`src/rtl/fpwalk_pkg.sv`:
```
// Shared types, constants and helper functions of the four-level page walker.
// No dependencies; compiled first.
`timescale 1ns / 1ps
`default_nettype none

package fpwalk_pkg;

  localparam int PA_W     = 52;  // physical address bits in use
  localparam int VA_W     = 48;  // virtual address bits
  localparam int ROOT_W   = 52;  // root table base register width
  localparam int ENTRY_W  = 64;  // page table entry width
  localparam int IDX_W    = 9;   // index bits per level
  localparam int LVL_W    = 3;   // walk level encoding
  localparam int PLVL_W   = 2;   // page size encoding

  // page offset widths
  localparam int OFS_4K = 12;
  localparam int OFS_2M = 21;
  localparam int OFS_1G = 30;

  // entry bit positions
  localparam int BIT_PRESENT = 0;
  localparam int BIT_WRITE   = 1;
  localparam int BIT_USER    = 2;
  localparam int BIT_LARGE   = 7;
  localparam int BIT_NX      = 63;

  // request opcodes
  localparam logic OP_TRANSLATE = 1'b0;
  localparam logic OP_READ_RSP  = 1'b1;

  // result kinds
  localparam logic KIND_READ = 1'b0;
  localparam logic KIND_DONE = 1'b1;

  // walk level state codes
  localparam logic [LVL_W-1:0] LVL_IDLE = 3'd0;
  localparam logic [LVL_W-1:0] LVL_1    = 3'd1;
  localparam logic [LVL_W-1:0] LVL_2    = 3'd2;
  localparam logic [LVL_W-1:0] LVL_3    = 3'd3;
  localparam logic [LVL_W-1:0] LVL_4    = 3'd4;

  // page size codes
  localparam logic [PLVL_W-1:0] PAGE_4K = 2'd0;
  localparam logic [PLVL_W-1:0] PAGE_2M = 2'd1;
  localparam logic [PLVL_W-1:0] PAGE_1G = 2'd2;

  typedef struct packed {
    logic               opcode;
    logic [VA_W-1:0]    lin_addr;
    logic [ENTRY_W-1:0] read_data;
  } req_t;

  typedef struct packed {
    logic              kind;
    logic [PA_W-1:0]   read_addr;
    logic              found;
    logic [PA_W-1:0]   xlat_addr;
    logic [PLVL_W-1:0] page_level;
    logic              writable;
    logic              user;
    logic              no_execute;
  } rsp_t;

  // control from the step logic to the state registers
  typedef struct packed {
    logic             emit;
    logic [LVL_W-1:0] lvl_nxt;
    logic             load_vaddr;
  } step_ctl_t;

  // nine index bits of the virtual address for a given level
  function automatic logic [IDX_W-1:0] level_index(input logic [VA_W-1:0] vaddr,
                                                   input logic [LVL_W-1:0] lvl);
    logic [IDX_W-1:0] idx;
    case (lvl)
      LVL_1:   idx = vaddr[OFS_4K +: IDX_W];
      LVL_2:   idx = vaddr[OFS_4K + IDX_W +: IDX_W];
      LVL_3:   idx = vaddr[OFS_4K + 2*IDX_W +: IDX_W];
      LVL_4:   idx = vaddr[OFS_4K + 3*IDX_W +: IDX_W];
      default: idx = '0;
    endcase
    return idx;
  endfunction

  // page frame from the entry, offset from the virtual address
  function automatic logic [PA_W-1:0] page_addr(input logic [ENTRY_W-1:0] entry,
                                                input logic [VA_W-1:0]    vaddr,
                                                input int                 ofs);
    logic [PA_W-1:0] low_mask;
    low_mask = (PA_W'(1) << ofs) - PA_W'(1);
    return (entry[PA_W-1:0] & ~low_mask) | (PA_W'(vaddr[OFS_1G-1:0]) & low_mask);
  endfunction

endpackage

`default_nettype wire

```
`src/rtl/fpwalk_ifs.sv`:
```
// Valid/ready channel interfaces for walker requests and results.
// Depends on fpwalk_pkg for widths.
`timescale 1ns / 1ps
`default_nettype none

interface fpwalk_req_if;
  logic                          valid;
  logic                          ready;
  logic                          opcode;
  logic [fpwalk_pkg::VA_W-1:0]    lin_addr;
  logic [fpwalk_pkg::ENTRY_W-1:0] read_data;

  modport source (output valid, opcode, lin_addr, read_data, input ready);
  modport sink   (input valid, opcode, lin_addr, read_data, output ready);
endinterface

interface fpwalk_rsp_if;
  logic                         valid;
  logic                         ready;
  logic                         kind;
  logic [fpwalk_pkg::PA_W-1:0]   read_addr;
  logic                         found;
  logic [fpwalk_pkg::PA_W-1:0]   xlat_addr;
  logic [fpwalk_pkg::PLVL_W-1:0] page_level;
  logic                         writable;
  logic                         user;
  logic                         no_execute;

  modport source (output valid, kind, read_addr, found, xlat_addr, page_level,
                  writable, user, no_execute, input ready);
  modport sink   (input valid, kind, read_addr, found, xlat_addr, page_level,
                  writable, user, no_execute, output ready);
endinterface

`default_nettype wire

```
`src/rtl/fpwalk_step.sv`:
```
// One walk step: decodes a request against the walk state, forms the result.
// Depends on fpwalk_pkg.
`timescale 1ns / 1ps
`default_nettype none

module fpwalk_step (
  input  fpwalk_pkg::req_t                  req,
  input  logic [fpwalk_pkg::LVL_W-1:0]      walk_level,
  input  logic [fpwalk_pkg::VA_W-1:0]       saved_vaddr,
  input  logic [fpwalk_pkg::ROOT_W-1:0]     root_base,
  output fpwalk_pkg::step_ctl_t             ctl,
  output fpwalk_pkg::rsp_t                  rsp
);
  import fpwalk_pkg::*;

  logic [ENTRY_W-1:0] entry;
  logic [LVL_W-1:0]   lvl_dec;
  logic               present;
  logic               ps_bit;

  assign entry   = req.read_data;
  assign lvl_dec = walk_level - LVL_W'(1);
  assign present = entry[BIT_PRESENT];
  assign ps_bit  = entry[BIT_LARGE];

  always_comb begin
    ctl = '{emit: 1'b0, lvl_nxt: walk_level, load_vaddr: 1'b0};
    rsp = '0;
    if (req.opcode == OP_TRANSLATE) begin
      if (walk_level == LVL_IDLE) begin
        ctl.load_vaddr = 1'b1;
        ctl.emit       = 1'b1;
        if (root_base == '0) begin
          rsp.kind = KIND_DONE;    // no table: fail at once
        end else begin
          ctl.lvl_nxt   = LVL_4;
          rsp.kind      = KIND_READ;
          rsp.read_addr = {root_base[PA_W-1:OFS_4K],
                           level_index(req.lin_addr, LVL_4), 3'b000};
        end
      end
    end else if (!(walk_level inside {[LVL_1:LVL_4]})) begin
      ctl.lvl_nxt = LVL_IDLE;      // stray response
    end else begin
      ctl.emit = 1'b1;
      if (!present) begin
        ctl.lvl_nxt = LVL_IDLE;
        rsp.kind    = KIND_DONE;
      end else if ((walk_level == LVL_3 && ps_bit) || (walk_level == LVL_2 && ps_bit) ||
                   walk_level == LVL_1) begin
        ctl.lvl_nxt    = LVL_IDLE;
        rsp.kind       = KIND_DONE;
        rsp.found      = 1'b1;
        rsp.writable   = entry[BIT_WRITE];
        rsp.user       = entry[BIT_USER];
        rsp.no_execute = entry[BIT_NX];
        case (walk_level)
          LVL_3: begin
            rsp.xlat_addr  = page_addr(entry, saved_vaddr, OFS_1G);
            rsp.page_level = PAGE_1G;
          end
          LVL_2: begin
            rsp.xlat_addr  = page_addr(entry, saved_vaddr, OFS_2M);
            rsp.page_level = PAGE_2M;
          end
          default: begin
            rsp.xlat_addr  = page_addr(entry, saved_vaddr, OFS_4K);
            rsp.page_level = PAGE_4K;
          end
        endcase
      end else begin
        ctl.lvl_nxt   = lvl_dec;
        rsp.kind      = KIND_READ;
        rsp.read_addr = {entry[PA_W-1:OFS_4K], level_index(saved_vaddr, lvl_dec), 3'b000};
      end
    end
  end

endmodule

`default_nettype wire

```
`src/rtl/four_level_page_walker_unit.sv`:
```
// Top level of the four-level page table walker: request stage, walk state,
// result register. Depends on fpwalk_pkg, fpwalk_ifs and fpwalk_step.
//
// Usage:
//   in_ch  (sink)   carries translate requests (opcode 0, lin_addr) and
//                   memory read responses (opcode 1, read_data = entry).
//   out_ch (source) carries memory read requests (kind 0, read_addr) and
//                   walk completions (kind 1, found, xlat_addr, page_level,
//                   writable, user, no_execute).
//   cfg_we/cfg_wdata write the root table base; write it only while idle.
// A walk issues one read request per level visited and expects the matching
// response back on in_ch; a translate request during a walk is dropped,
// as is a response while idle.
// Path: a request taken into the request stage passes through the step logic
// into the result register, which drives out_ch. Throughput: one request per
// cycle unless out_ch stalls; the walk state is updated in the same cycle
// that the request stage hands off, so the next request already sees it.
// Reset (rst_n low, synchronous) empties both stages, returns the walk to
// idle and clears the root base. When out_ch stalls, the result register
// holds and the request stage holds one more request behind it; in_ch.ready
// drops only when both are full.
`timescale 1ns / 1ps
`default_nettype none

module four_level_page_walker_unit (
  input  logic                           clk,
  input  logic                           rst_n,
  fpwalk_req_if.sink                     in_ch,
  fpwalk_rsp_if.source                   out_ch,
  input  logic                           cfg_we,
  input  logic [fpwalk_pkg::ROOT_W-1:0]  cfg_wdata
);
  import fpwalk_pkg::*;

  // configuration
  logic [ROOT_W-1:0] root_base_r;

  // request stage
  logic s1_valid_r, s1_valid_nxt;
  req_t s1_req_r;
  logic s1_adv;
  logic in_fire;

  // walk state
  logic [LVL_W-1:0] walk_level_r, walk_level_nxt;
  logic [VA_W-1:0]  saved_vaddr_r, saved_vaddr_nxt;

  // result register
  logic out_valid_r, out_valid_nxt;
  rsp_t out_rsp_r;

  step_ctl_t ctl;
  rsp_t      step_rsp;

  // request stage moves on whenever the result register is free or draining
  assign s1_adv   = s1_valid_r && (!out_valid_r || out_ch.ready);
  assign in_ch.ready = !s1_valid_r || s1_adv;
  assign in_fire  = in_ch.valid && in_ch.ready;

  fpwalk_step u_step (
    .req         (s1_req_r),
    .walk_level  (walk_level_r),
    .saved_vaddr (saved_vaddr_r),
    .root_base   (root_base_r),
    .ctl         (ctl),
    .rsp         (step_rsp)
  );

  always_comb begin
    s1_valid_nxt    = in_fire ? 1'b1 : (s1_adv ? 1'b0 : s1_valid_r);
    walk_level_nxt  = s1_adv ? ctl.lvl_nxt : walk_level_r;
    saved_vaddr_nxt = (s1_adv && ctl.load_vaddr) ? s1_req_r.lin_addr : saved_vaddr_r;
    if (s1_adv) begin
      out_valid_nxt = ctl.emit;
    end else if (out_ch.ready) begin
      out_valid_nxt = 1'b0;
    end else begin
      out_valid_nxt = out_valid_r;
    end
  end

  always_ff @(posedge clk) begin
    if (!rst_n) begin
      root_base_r   <= '0;
      s1_valid_r    <= 1'b0;
      walk_level_r  <= LVL_IDLE;
      saved_vaddr_r <= '0;
      out_valid_r   <= 1'b0;
    end else begin
      if (cfg_we) begin
        root_base_r <= cfg_wdata;
      end
      s1_valid_r    <= s1_valid_nxt;
      walk_level_r  <= walk_level_nxt;
      saved_vaddr_r <= saved_vaddr_nxt;
      out_valid_r   <= out_valid_nxt;
    end
  end

  // payload registers, no reset
  always_ff @(posedge clk) begin
    if (in_fire) begin
      s1_req_r.opcode    <= in_ch.opcode;
      s1_req_r.lin_addr  <= in_ch.lin_addr;
      s1_req_r.read_data <= in_ch.read_data;
    end
    if (s1_adv && ctl.emit) begin
      out_rsp_r <= step_rsp;
    end
  end

  assign out_ch.valid      = out_valid_r;
  assign out_ch.kind       = out_rsp_r.kind;
  assign out_ch.read_addr  = out_rsp_r.read_addr;
  assign out_ch.found      = out_rsp_r.found;
  assign out_ch.xlat_addr  = out_rsp_r.xlat_addr;
  assign out_ch.page_level = out_rsp_r.page_level;
  assign out_ch.writable   = out_rsp_r.writable;
  assign out_ch.user       = out_rsp_r.user;
  assign out_ch.no_execute = out_rsp_r.no_execute;

  // walk level never leaves the idle/level-4..1 range
  a_level_range: assert property (@(posedge clk) disable iff (!rst_n)
    walk_level_r <= LVL_4)
    else $error("walk level out of range");

  // issuing a read request leaves a walk in flight
  a_read_busy: assert property (@(posedge clk) disable iff (!rst_n)
    (s1_adv && ctl.emit && step_rsp.kind == KIND_READ) |=> (walk_level_r != LVL_IDLE))
    else $error("read request issued but walker idle");

  // a completion returns the walker to idle
  a_done_idle: assert property (@(posedge clk) disable iff (!rst_n)
    (s1_adv && ctl.emit && step_rsp.kind == KIND_DONE) |=> (walk_level_r == LVL_IDLE))
    else $error("walk finished but walker still busy");

  // a translate request during a walk must not disturb the latched address
  a_busy_drop: assert property (@(posedge clk) disable iff (!rst_n)
    (s1_adv && s1_req_r.opcode == OP_TRANSLATE && walk_level_r != LVL_IDLE)
      |=> $stable(saved_vaddr_r))
    else $error("translate request while busy changed saved address");

  // not-found and read results carry no translation
  a_nf_clean: assert property (@(posedge clk) disable iff (!rst_n)
    (out_valid_r && !out_rsp_r.found) |-> (out_rsp_r.xlat_addr == '0 &&
      out_rsp_r.page_level == PAGE_4K && !out_rsp_r.writable && !out_rsp_r.user &&
      !out_rsp_r.no_execute))
    else $error("unmapped result carries translation fields");

endmodule

`default_nettype wire
```
`src/flat_wrapper.sv`:
```
// flat-port wrapper written by rule: the top's interface ports become plain ports
module four_level_page_walker_unit_flat import fpwalk_pkg::*;
  (clk, rst_n, cfg_we, cfg_wdata, in_ch_valid, in_ch_opcode, in_ch_lin_addr, in_ch_read_data, in_ch_ready, out_ch_valid, out_ch_kind, out_ch_read_addr, out_ch_found, out_ch_xlat_addr, out_ch_page_level, out_ch_writable, out_ch_user, out_ch_no_execute, out_ch_ready);
  fpwalk_req_if in_ch_i ();
  fpwalk_rsp_if out_ch_i ();
  input  logic clk;
  input  logic rst_n;
  input  logic cfg_we;
  input  logic [fpwalk_pkg::ROOT_W-1:0] cfg_wdata;
  input wire logic [$bits(in_ch_i.valid)-1:0] in_ch_valid;
  input wire logic [$bits(in_ch_i.opcode)-1:0] in_ch_opcode;
  input wire logic [$bits(in_ch_i.lin_addr)-1:0] in_ch_lin_addr;
  input wire logic [$bits(in_ch_i.read_data)-1:0] in_ch_read_data;
  output wire logic [$bits(in_ch_i.ready)-1:0] in_ch_ready;
  output wire logic [$bits(out_ch_i.valid)-1:0] out_ch_valid;
  output wire logic [$bits(out_ch_i.kind)-1:0] out_ch_kind;
  output wire logic [$bits(out_ch_i.read_addr)-1:0] out_ch_read_addr;
  output wire logic [$bits(out_ch_i.found)-1:0] out_ch_found;
  output wire logic [$bits(out_ch_i.xlat_addr)-1:0] out_ch_xlat_addr;
  output wire logic [$bits(out_ch_i.page_level)-1:0] out_ch_page_level;
  output wire logic [$bits(out_ch_i.writable)-1:0] out_ch_writable;
  output wire logic [$bits(out_ch_i.user)-1:0] out_ch_user;
  output wire logic [$bits(out_ch_i.no_execute)-1:0] out_ch_no_execute;
  input wire logic [$bits(out_ch_i.ready)-1:0] out_ch_ready;
  assign in_ch_i.valid = in_ch_valid;
  assign in_ch_i.opcode = in_ch_opcode;
  assign in_ch_i.lin_addr = in_ch_lin_addr;
  assign in_ch_i.read_data = in_ch_read_data;
  assign in_ch_ready = in_ch_i.ready;
  assign out_ch_valid = out_ch_i.valid;
  assign out_ch_kind = out_ch_i.kind;
  assign out_ch_read_addr = out_ch_i.read_addr;
  assign out_ch_found = out_ch_i.found;
  assign out_ch_xlat_addr = out_ch_i.xlat_addr;
  assign out_ch_page_level = out_ch_i.page_level;
  assign out_ch_writable = out_ch_i.writable;
  assign out_ch_user = out_ch_i.user;
  assign out_ch_no_execute = out_ch_i.no_execute;
  assign out_ch_i.ready = out_ch_ready;
  four_level_page_walker_unit u_core (.clk(clk), .rst_n(rst_n), .in_ch(in_ch_i), .out_ch(out_ch_i), .cfg_we(cfg_we), .cfg_wdata(cfg_wdata));
endmodule
```
`config.mk`:
```
export PLATFORM = sky130hd
export DESIGN_NAME = four_level_page_walker_unit_flat
export DESIGN_NICKNAME = d
export VERILOG_FILES = /design/src/rtl/fpwalk_pkg.sv /design/src/rtl/fpwalk_ifs.sv /design/src/rtl/fpwalk_step.sv /design/src/rtl/four_level_page_walker_unit.sv /design/src/flat_wrapper.sv
export SDC_FILE = /design/constraint.sdc
export NUM_CORES = 1
export LEC_CHECK = 0
export ABC_CLOCK_PERIOD_IN_PS = 7350
export BUFFER_PORTS_ARGS = -buffer_cell sky130_fd_sc_hd__clkbuf_2
export CAP_MARGIN = 20
export CORE_UTILIZATION = 29
export CTS_CLUSTER_SIZE = 12
export DETAILED_ROUTE_END_ITERATION = 10
export PLACE_DENSITY_LB_ADDON = 0.3
export SYNTH_ARGS = -nofsm -noshare
export SYNTH_HDL_FRONTEND = slang
export SYNTH_HIERARCHICAL = 1
export SYNTH_SLANG_ARGS = --single-unit
```
`constraint.sdc`:
```
create_clock -name clk -period 7.35 [get_ports clk]
set_input_delay 0.3675 -clock clk [delete_from_list [all_inputs] [get_ports clk]]
set_output_delay 0.3675 -clock clk [all_outputs]
set_load 0.01 [all_outputs]
```
### Word level (Yosys, flattened, before mapping)

Cells that the tools add are included.

* flip-flop bits (word level): 329
* output and inout bits: 113

* add/subtract/negate cells: 1
* $lt $le $gt $ge: 2
* equality and inequality tests: 8
* multiplexer cells: 24
* bitwise logic cells: 3
* reductions and logical operators: 21

Operators by type and width (number)
* two-way mux 111 bit: 1
* two-way mux 110 bit: 1
* case mux 54 bit (2 select lines): 1
* two-way mux 53 bit: 2
* two-way mux 52 bit: 2
* two-way mux 58 bit: 1
* zero test 52 bit: 1
* bitwise OR 52 x 12 -> 52 bit: 1
* bitwise OR 52 x 21 -> 52 bit: 1
* bitwise OR 52 x 30 -> 52 bit: 1
* case mux 9 bit (4 select lines): 1
* equality test 3 x 2 -> 1 bit, second input constant: 4
* two-way mux 3 bit: 4
* two-way mux 1 bit: 9
* logical AND 1 bit: 7
* equality test 3 x 1 -> 1 bit, second input constant: 2
* AND reduction 3 bit: 2
* nonzero test 2 bit: 3
* two-way mux 5 bit: 1
* logical OR 1 bit: 4
* two-way mux 4 bit: 1
* AND reduction 4 bit: 1
* equality test 3 bit, second input constant: 1
* >= comparator 3 x 1 -> 1 bit, second input constant: 1
* 5 further kinds: 6

### Longest topological paths before layout

* depth in word-level cells: 9
* depth in mapped cells: 11

### Hierarchy

The synthesis kept the hierarchy.

Modules (own cells, without submodules)
* four_level_page_walker_unit: times used 1, cells each 626, area an instance 10816.6 µm², sequential area each 8828.5 µm²
* fpwalk_step: times used 1, cells each 248, area an instance 1671.6 µm², sequential area each 0.0 µm²

### Worst setup path before layout

No wires, ideal clock.

* kind: reg2reg
* start: register u_core.walk_level_r[0]
* end: register u_core.out_rsp_r (netlist bit u_core/out_ch.found), enable pin
* setup time: 582 ps
* arrival time: 5965 ps
* data required time: 6768 ps
* slack: 803 ps
* stages on the path, launching flop included: 9
* path buffers: 0
* path through: dfxtp_1 > inv_1 > ha_1 > inv_1 > ha_1 > nor3_2 > or2_2 > nand2_1 > nor2_1

RTL lines
* start: declaration: line four_level_page_walker_unit.sv:45 `logic [LVL_W-1:0] walk_level_r, walk_level_nxt;`
* start signal: assignment: line four_level_page_walker_unit.sv:94 `walk_level_r <= walk_level_nxt;`
* end signal: assignment: line four_level_page_walker_unit.sv:108 `out_rsp_r <= step_rsp;`
* end: declaration: line four_level_page_walker_unit.sv:50 `rsp_t out_rsp_r;`

### Worst setup path after layout

* start: register u_core.walk_level_r[1]
* end: register u_core.out_rsp_r (netlist bit u_core/out_ch.user) (data pin)

* word-level cells in the longest chain between the ends: 5

RTL lines
* branches (longest 4 deep; another with >= comparator 3 x 1 -> 1 bit)
* AND reduction 4 bit (no line) (*)

Mark *: on every way between the ends.
A chain may end at the register's enable or synchronous reset.

==> reports/results.ini <==
[outcome]
status = completed

[finish]
fin_cells = 1749
mostFrequentLayoutCells = 261 x clkbuf_2, 205 x edfxtp_1, 134 x nand2_1
drive_above_1_share = 0.283
final_common_cell = clkbuf_2
area_growth_pct = 31.6
fillers = 3840
nets = 1372
multi_input_area_sq_mm = 0.00333
register_area_sq_mm = 0.00826

[clock_tree]
cts_buffers = 37
clockBufferDepth = 3
clkTransAtPathRegs_ns = 0.06
cts_tree = yes
htree_levels = 2
clock-sinks = 310
post-cts-setup-buffers = 0
clk_latency_ns = 0.56
clockRootBuffer = clkbuf_16

[drt]
vias = 7821
via_per_inst = 4.47
wl_met1_um = 13800
ant_nets = 0
drc_errors = 0
finalWirelength_um = 31800
wl_met3_um = 1860
top_layer = met4
drtIter0Drc = 468
dr.pass1.iters = 5
wl_met2_um = 15400
wl_per_cell_um = 18.2

[sta]
max_freq_ghz = 0.308
rsz0062_at_grt = false
fin_skew_ns = 0.0256
period_minus_slack_ns = 3.25
slew_headroom = 0.321
tightest_slew_ns = 1.02
setup_tns_ns = 0
setup_viol = 0
fin_crit_sh = 0.442
slew_viol_final = 0
hold_violations = 0

[placed_design]
place_congestion = 0.797
portBuffers = 263
dpl.hpwl_um = 21200
place_inst = 1596

[setup_path]
crit_fanout = 24
crit_arrival_ns = 3.66
cp-start-kind = flop
worstPathRequired_ns = 7.76
path_class = reg2reg
endpoint_kind = flop

[global_route]
grt_max_degree = 89
grt_pass1_vias = 7729
grt_use_total = 0.150
grt_overflow_total = 0
antenna_found_initial = 0
grt_first_pass_wirelength_um = 46600

[die]
io_pins = 283
core_area_sq_mm = 0.0401
rows = 73
die_h_um = 205
die_area_sq_mm = 0.0419
start_util = 0.297
chipWidth_um = 205

[power_and_ir_drop]
p_int_mw = 3.09
combPwrFrac = 0.071
leakagePower_nw = 6.18
ir_drop_mv = 0.201
power_frac_seq = 0.496
p_switching_uw = 924
p_clk_frac = 0.433
total_power_mw = 4.02
switching_share = 0.230
cellPowerDensity_mw_per_mm2 = 256

[yosys]
ys_warn_count = 6
synth_cells = 855
synth.avg_cell_area_sq_um = 13.9
netlist_area_sq_mm = 0.0119

[job]
drv_cap = 0

[worst_hold_path]
hold_path_class = in2reg

-- worst paths after layout --
check / start / to / slack, ns / cells past startpoint
max: u_core/walk_level_r[1] / u_core/out_ch.user / 4.10 / 9
min: in_ch_lin_addr[3] / u_core/s1_req_r[67] / 0.02 / 1
max reg2reg: u_core/walk_level_r[1] / u_core/out_ch.user / 4.10 / 9
min reg2reg: u_core/saved_vaddr_r[0] / u_core/saved_vaddr_r[0] / 0.45 / 2
-- per-stage QoR --
stage / setup slack [ns] / hold WS [ns] / util / instance area, sq um
after floorplan: 0.803 / 0.430 / - / 11900
after global placement: 3.73 / 0.438 / 0.340 / 13600
after detailed placement: 4.07 / 0.445 / 0.341 / 13700
after CTS: 4.06 / 0.000350 / 0.391 / 15700
after global routing: 3.83 / 0.00329 / 0.391 / 15700
final: 4.10 / 0.0207 / 0.391 / 15700
-- critical path: stages (launching register included) --
cell	delay, ns
dfxtp_1	0.36
inv_1	0.14
ha_1	0.20
inv_1	0.06
ha_1	0.18
nor3_2	0.47
nand3_2	0.45
inv_1	0.62
buf_4	0.40
and2_1	0.18
-- flip-flops by register name, summed over array words and instances (netlist names) --
name                      cells
u_core/out_ch.kind            1
u_core/s1_req_r              94
u_core/root_base_r           52
u_core/saved_vaddr_r         48
u_core/out_ch.user            1
u_core/s1_valid_r             1
u_core/out_ch.valid           1
u_core/out_ch.page_level      2
u_core/out_ch.writable        1
u_core/out_ch.no_execute      1
u_core/out_ch.read_addr      52
u_core/out_ch.xlat_addr      52
u_core/walk_level_r           3
u_core/out_ch.found           1
-- final cells by class --
type / count / area share
Tap cell: 525 / 0.0419
Inverter: 9 / 0.00215
Antenna cell: 1 / 0.000160
Multi-Input combinational cell: 483 / 0.212
Clock inverter: 21 / 0.0103
Sequential cell: 310 / 0.527
Clock buffer: 46 / 0.0638
Timing Repair Buffer: 354 / 0.143
-- per-layer routing --
layer  up-vias  GRT usage
met5         -          0
met1      3755      0.194
met4         0     0.0552
li1       3795          -
met2       232      0.244
met3        39     0.0336
-- power by group through the flow --
stage                     combinational [mW]  sequential [mW]  clock [mW]
after detailed placement               0.255             2.03           0
after global placement                 0.250             2.03           0
final                                  0.285             1.99        1.74
after floorplan                        0.135             2.03           0
after CTS                              0.292             1.99        1.81
after global routing                   0.313             2.00        1.88
-- what timing repair did --
item | CTS | global route
endpoints found under the hold margin | 85 | 0
resized for setup | 0 | 0
hold buffers | 85 | 0
setup endpoints to repair | 0 | 0
(Power assumes the default switching activity.)
